**config.mk**
```make
export PLATFORM = sky130hd
export DESIGN_NAME = rtpsb_queue
export DESIGN_NICKNAME = d
export VERILOG_FILES = /design/src/rtpsb_pkg.sv /design/src/rtpsb_queue.sv
export SDC_FILE = /design/constraint.sdc
export NUM_CORES = 1
export LEC_CHECK = 0
export ABC_CLOCK_PERIOD_IN_PS = 6200
export BUFFER_PORTS_ARGS = -buffer_cell sky130_fd_sc_hd__clkbuf_2
export CAP_MARGIN = 30
export CORE_MARGIN = 2
export CORE_UTILIZATION = 52
export CTS_BUF_LIST = sky130_fd_sc_hd__clkbuf_4 sky130_fd_sc_hd__clkbuf_8 sky130_fd_sc_hd__clkbuf_16
export DETAILED_ROUTE_END_ITERATION = 8
export GPL_ROUTABILITY_DRIVEN = 0
export PLACE_DENSITY = 0.79
export SLEW_MARGIN = 20
export SYNTH_ARGS = -nofsm -noshare
export SYNTH_HDL_FRONTEND = slang
export SYNTH_SLANG_ARGS = --single-unit
export TNS_END_PERCENT = 30
```
**constraint.sdc**
```tcl
create_clock -name aclk -period 6.2 [get_ports aclk]
set_input_delay 0.62 -clock aclk [delete_from_list [all_inputs] [get_ports aclk]]
set_output_delay 0.62 -clock aclk [all_outputs]
set_load 0.01 [all_outputs]
```
**src/rtpsb_pkg.sv**
```systemverilog
// Package for the rectangular-to-polar spectrum bin converter.
// Holds fixed-point coefficients, widths, register indexes and the queue entry type.
// Used by every module under src except the checker.
package rtpsb_pkg;

    localparam int IN_W    = 32;
    localparam int MAG_W   = 32;
    localparam int PHASE_W = 16;

    // Fast-atan2 coefficients in Q.16.
    localparam logic signed [18:0] COEF_A   = 19'sd12865;
    localparam logic signed [18:0] COEF_B   = 19'sd64337;
    localparam logic signed [18:0] PHASE_C0 = 19'sd51472;
    localparam logic signed [18:0] PHASE_C1 = 19'sd154416;
    localparam logic signed [17:0] ONE_Q16  = 18'sd65536;

    // Ratio r lies in [-1, 1] in Q.16, so 18 signed bits hold it.
    localparam int RATIO_W = 18;
    // Number of divider steps, one quotient bit per step.
    localparam int DIV_STEPS = 17;

    localparam logic [0:0] REG_SIZE_LOG2  = 1'b0;
    localparam logic [0:0] REG_ZERO_PHASE = 1'b1;

    // Entry passed from the front end to the back end through the queue.
    typedef struct packed {
        logic [63:0] sq;        // re^2 + im^2
        logic [32:0] num_mag;   // |numerator| of the ratio
        logic [32:0] den;       // denominator of the ratio, never negative
        logic        num_neg;   // sign of the numerator
        logic        den_zero;  // both parts zero
        logic        re_neg;    // selects the 3pi/4 branch
        logic        im_neg;    // negate the phase
        logic        zero_ph;   // phase forced to zero
        logic [4:0]  shift;     // magnitude shift captured with the item
    } rtpsb_entry_t;

endpackage

```
**src/rtpsb_queue.sv**
```systemverilog
// Short queue that decouples the front end from the back end.
// Depends on rtpsb_pkg for the entry type. Two entries, registered flags.
module rtpsb_queue (
    input  logic                    aclk,
    input  logic                    aresetn,
    input  logic                    wr_valid,
    output logic                    wr_ready,
    input  rtpsb_pkg::rtpsb_entry_t wr_entry,
    output logic                    rd_valid,
    input  logic                    rd_ready,
    output rtpsb_pkg::rtpsb_entry_t rd_entry
);

    rtpsb_pkg::rtpsb_entry_t mem_reg [2];
    logic       wp_reg, rp_reg;
    logic [1:0] cnt_reg;
    logic       wr, rd;

    assign wr_ready = (cnt_reg != 2'd2);
    assign rd_valid = (cnt_reg != 2'd0);
    assign wr       = wr_valid && wr_ready;
    assign rd       = rd_valid && rd_ready;
    assign rd_entry = mem_reg[rp_reg];

    always_ff @(posedge aclk) begin
        if (!aresetn) begin
            wp_reg  <= 1'b0;
            rp_reg  <= 1'b0;
            cnt_reg <= 2'd0;
        end else begin
            if (wr) wp_reg <= !wp_reg;
            if (rd) rp_reg <= !rp_reg;
            cnt_reg <= cnt_reg + 2'(wr) - 2'(rd);
        end
        if (wr) mem_reg[wp_reg] <= wr_entry;
    end

endmodule

```
Yosys cells after proc, flatten, opt, wreduce, memory -nomap -nowiden

Memory sizes are Yosys's and may differ from the RTL's. A register that Yosys moved wholly into a read port is not among the register bits.
Index checks and enable logic that the tools add are counted.

Bits in registers: 4
RAM bits: 280
Input bits: 144
Output and inout bits: 142
Word-level logic and storage cells: 16
Memories kept: 1

Add/sub/neg operators: 2
Eq/ne operators: 1
Mux-type cells: 4
Reductions and logical operators: 5

Memory list:

| name    | words | bits a word | read ports | clocked after Yosys merged registers in | write ports | line              | text |
|---|---|---|---|---|---|---|---|
| mem_reg | 2     | 140         | 1          | 1                                       | 1           | rtpsb_queue.sv:14 | `rtpsb_pkg::rtpsb_entry_t mem_reg [2];` |

Operator list:

| cell                                          | count |
|---|---|
| two-way mux 1 bit                             | 4 |
| adder 2 x 1 -> 2 bit                          | 1 |
| logical AND 1 bit                             | 2 |
| logical NOT 1 bit                             | 2 |
| inequality test 2 bit (second input constant) | 1 |
| nonzero test 2 bit                            | 1 |
| subtractor 2 x 1 -> 2 bit                     | 1 |

Depth between registers and ports, before layout

Depth after elaboration: 4
Mapped depth: 6
Mapped depth without buffers: 6

Worst setup path before layout

Ideal clock, no wire load.

Path type: register to register
Start: register cnt_reg[0]
End: memory mem_reg[1][0] in the netlist's numbering, enable pin
Library setup time: 0.517 ns
Arrival: 3.900 ns
Slack: 1.783 ns
Cell stages (with the launch flop): 3
Clock period less this slack: 4.417 ns
Cells stage by stage: dfxtp_1 > nand2b_1 > and3_1

Word-level cells in the longest chain between the ends: 4

Ends and longest elaborated chain:

| item                                    | line              | text |
|---|---|---|
| start: declaration                      | rtpsb_queue.sv:16 | `logic [1:0] cnt_reg;` |
| start signal: assignment                | rtpsb_queue.sv:33 | `cnt_reg <= cnt_reg + 2'(wr) - 2'(rd);` |
| inequality test 2 bit                   | rtpsb_queue.sv:19 | `assign wr_ready = (cnt_reg != 2'd2);` |
| net wr_ready                            | rtpsb_queue.sv:7  | `output logic wr_ready,` |
| logical AND 1 bit                       | rtpsb_queue.sv:21 | `assign wr = wr_valid && wr_ready;` |
| two-way mux 1 bit                       | rtpsb_queue.sv:35 | `if (wr) mem_reg[wp_reg] <= wr_entry;` |
| two-way mux 1 bit (implied by the code) | rtpsb_queue.sv:35 |  |
| end: declaration                        | rtpsb_queue.sv:14 |  |

The timed path passes the listed nets, and every way through them passes these cells.

==> results.md <==
- Post-route ant nets: 0
- Most frequent cells in the layout: clkbuf_2, edfxtp_1, mux2_4, mux2_2, clkbuf_16
- DR WL/cell: 19.1 um
- Total wire length: 20,300 um
- Initial antenna violation count: 0
- Total core area: 20,300 um2
- 1st-pass router iterations: 4
- Yosys top cell by area: edfxtp_1
- Post-CTS resize count: 0
- Final Hold Fails: 0
- Clock sink total: 285
- Via/cell ratio: 5.08
- Post-Syn Area per Cell: 23.1 um2
- Post-Syn Nets: 611
- Area Growth Syn to Fin: 25.4%
- Gr usage total: 18.0%
- Multi-input gate area: 2110 um2
- Io pins: 286
- Critical Path RT: 5.58 ns
- Post-Syn Area: 10,800 um2
- Worst VDD drop: 318 uV
- Worst slew margin: 36.4%
- Hold WC Path Type: in2reg
- Die W: about 150 um
- Number of synthesis warnings: 0
- Post-Syn Instances: 466
- Row count: 52
- Leakage: 5.32 nW
- Crit Path Max Fanout: between 40 and 50
- Worst slew pin tran: 0.953 ns
- CP arrival: ~2.7 ns
- Clock root cell: clkbuf_16
- Max H-tree Level: 1
- Dpl hpwl: 13,500 um
- Number of flip-flops in the largest register: 280
- Initial core utilization: 53.1%
- Register area share after synthesis: 79.0%
- Worst setup SP type: flip-flop
- Worst setup EP type: output pin
- Die height: 148 um
- EDFF count, synth: 280
- Port buffer count: approximately 290
- RSZ-0062 raised after global routing: no
- Register area: 8510 um2
- Fillers: 1,349
- CTS tree: yes
- Vias: between 5,000 and 6,000
- DRC: 0
- Max Fclk: 299 MHz
- PD cells: a little under 400 nW/um2
- Postcts setup bufs: 0
- Number of global-route vias before repair: approximately 5,600
- Run status: completed
- Max-Cap Viols: 0
- Initial DRC count: 250
- Clock Latency Late Sink: 0.52 ns
- Reg clk slew, reported paths: ~0.070 ns
- Commonest non-fill, non-tap cell in the layout: clkbuf_2
- Maximum clock path buffer count: 3
- TritonCTS Buffers: 28
- Ys async rst share: 0%
- Setup TNS: 0 ns
- Commonest register cell after synthesis: edfxtp_1
- Area share of the largest cell type after synthesis: 78.1%
- Pins Over Slew Limit: 0
- Final net count: 916
- Layout cells sized above 1: 61.1%
- Final WS setup: between 2 and 3 ns
- Synth unique cells: 25
- Final Cycle Share: 54.0%
- Endpoints failing setup: 0
- Largest net degree at the start of global routing: 90
- First-pass GRT wire length: 30,500 um
- GRT Residual Overflow: 0
- Critical path type: reg2out
- Yosys reg bits: 285
- Total die area: 21,900 um2
- Final core utilization: 66.5%
- DP Worst Slack: 3.18 ns
- Top post-synthesis cells by area: edfxtp_1, mux2_4, mux2_2
- CTS Hold Bufs: 0
- Post-layout min period: about 3.3 ns
- Layout Skew: 0.00982 ns
-- cell families (layout without fill, tap and decap cells) --
family / count (synthesis) / in the layout / share of synthesized area [%]
adders and majority gates: 1 / 1 / 0.116
muxes: 140 / 140 / 18.1
buffers and inverters: 18 / 344 / 1.45
xor gates and xnor gates: 1 / 1 / 0.0813
and+or+nand+nor: 15 / 15 / 0.825
other: 0 / 1 / 0
AOI/OAI and AO/OA: 6 / 6 / 0.407
DFF: 285 / 285 / 79.0
-- where the power goes --
group / switching (W) / total, W / internal [W]
Combinational: 0.000525 / 0.00108 / 0.000550
Sequential: 0.0000797 / 0.00242 / 0.00234
Clock: 0.000669 / 0.00183 / 0.00116
Total: 0.00127 / 0.00532 / 0.00405
-- synthesized netlist by cell type, types with 2 or more instances --
cell,count
and3_1,2
inv_1,2
mux2_2,40
o21ai_0,2
buf_6,11
buf_2,5
dfxtp_1,5
mux2_4,100
nor2_1,4
edfxtp_1,280
-- final cells by class --
cell class	instances	area share (%)
clock inverters	18	1.95
repair buffers	291	11.2
clock buffers	33	5.60
flip-flops and latches	285	63.0
diodes	1	0.0185
well taps	270	2.50
multi-input cells	163	15.6
inverters	2	0.0926
-- final timing paths --
| check | from | endpoint | slack [ns] | depth (start not counted) |
|---|---|---|---|---|
| hold / removal | wr_entry[39] | mem_reg[0][39]$_DFFE_PP_ | 0.28 | 1 |
| hold reg to reg | rp_reg$_SDFFE_PN0P_ | rp_reg$_SDFFE_PN0P_ | 0.52 | 2 |
| setup reg to reg | cnt_reg[0]$_SDFF_PN0_ | mem_reg[0][125]$_DFFE_PP_ | 3.51 | 4 |
| setup / recovery | flip-flop | rd_entry[47] | 2.85 | 4 |
-- per-stage QoR --
step | area (um2) | std cells | power, W | hold slack [ns]
after floorplan | 10800 | 466 | 0.00319 | 0.472
after global placement | 12400 | 1009 | 0.00350 | 0.484
after detailed placement | 12500 | 1010 | 0.00354 | 0.507
after CTS | 13500 | 1061 | 0.00538 | 0.257
after global routing | 13500 | 1062 | 0.00553 | 0.255
final | 13500 | 1063 | 0.00532 | 0.283
-- critical path, stage by stage (launching register included) --
cell      delay, ns
dfxtp_4        0.69
buf_16         0.32
buf_4          0.65
mux2_4         0.36
clkbuf_2       0.13
-- routing by layer --
metal / up-vias / wire (um) / GRT usage (%)
met1: 2651 / 7850 / 22.2
met5: - / 0 / 0
met2: 245 / 10400 / 31.5
met4: 0 / 375 / 5.24
li1: 2473 / - / -
met3: 34 / 1660 / 4.63
No activity file was read; power rests on OpenSTA's default activity.
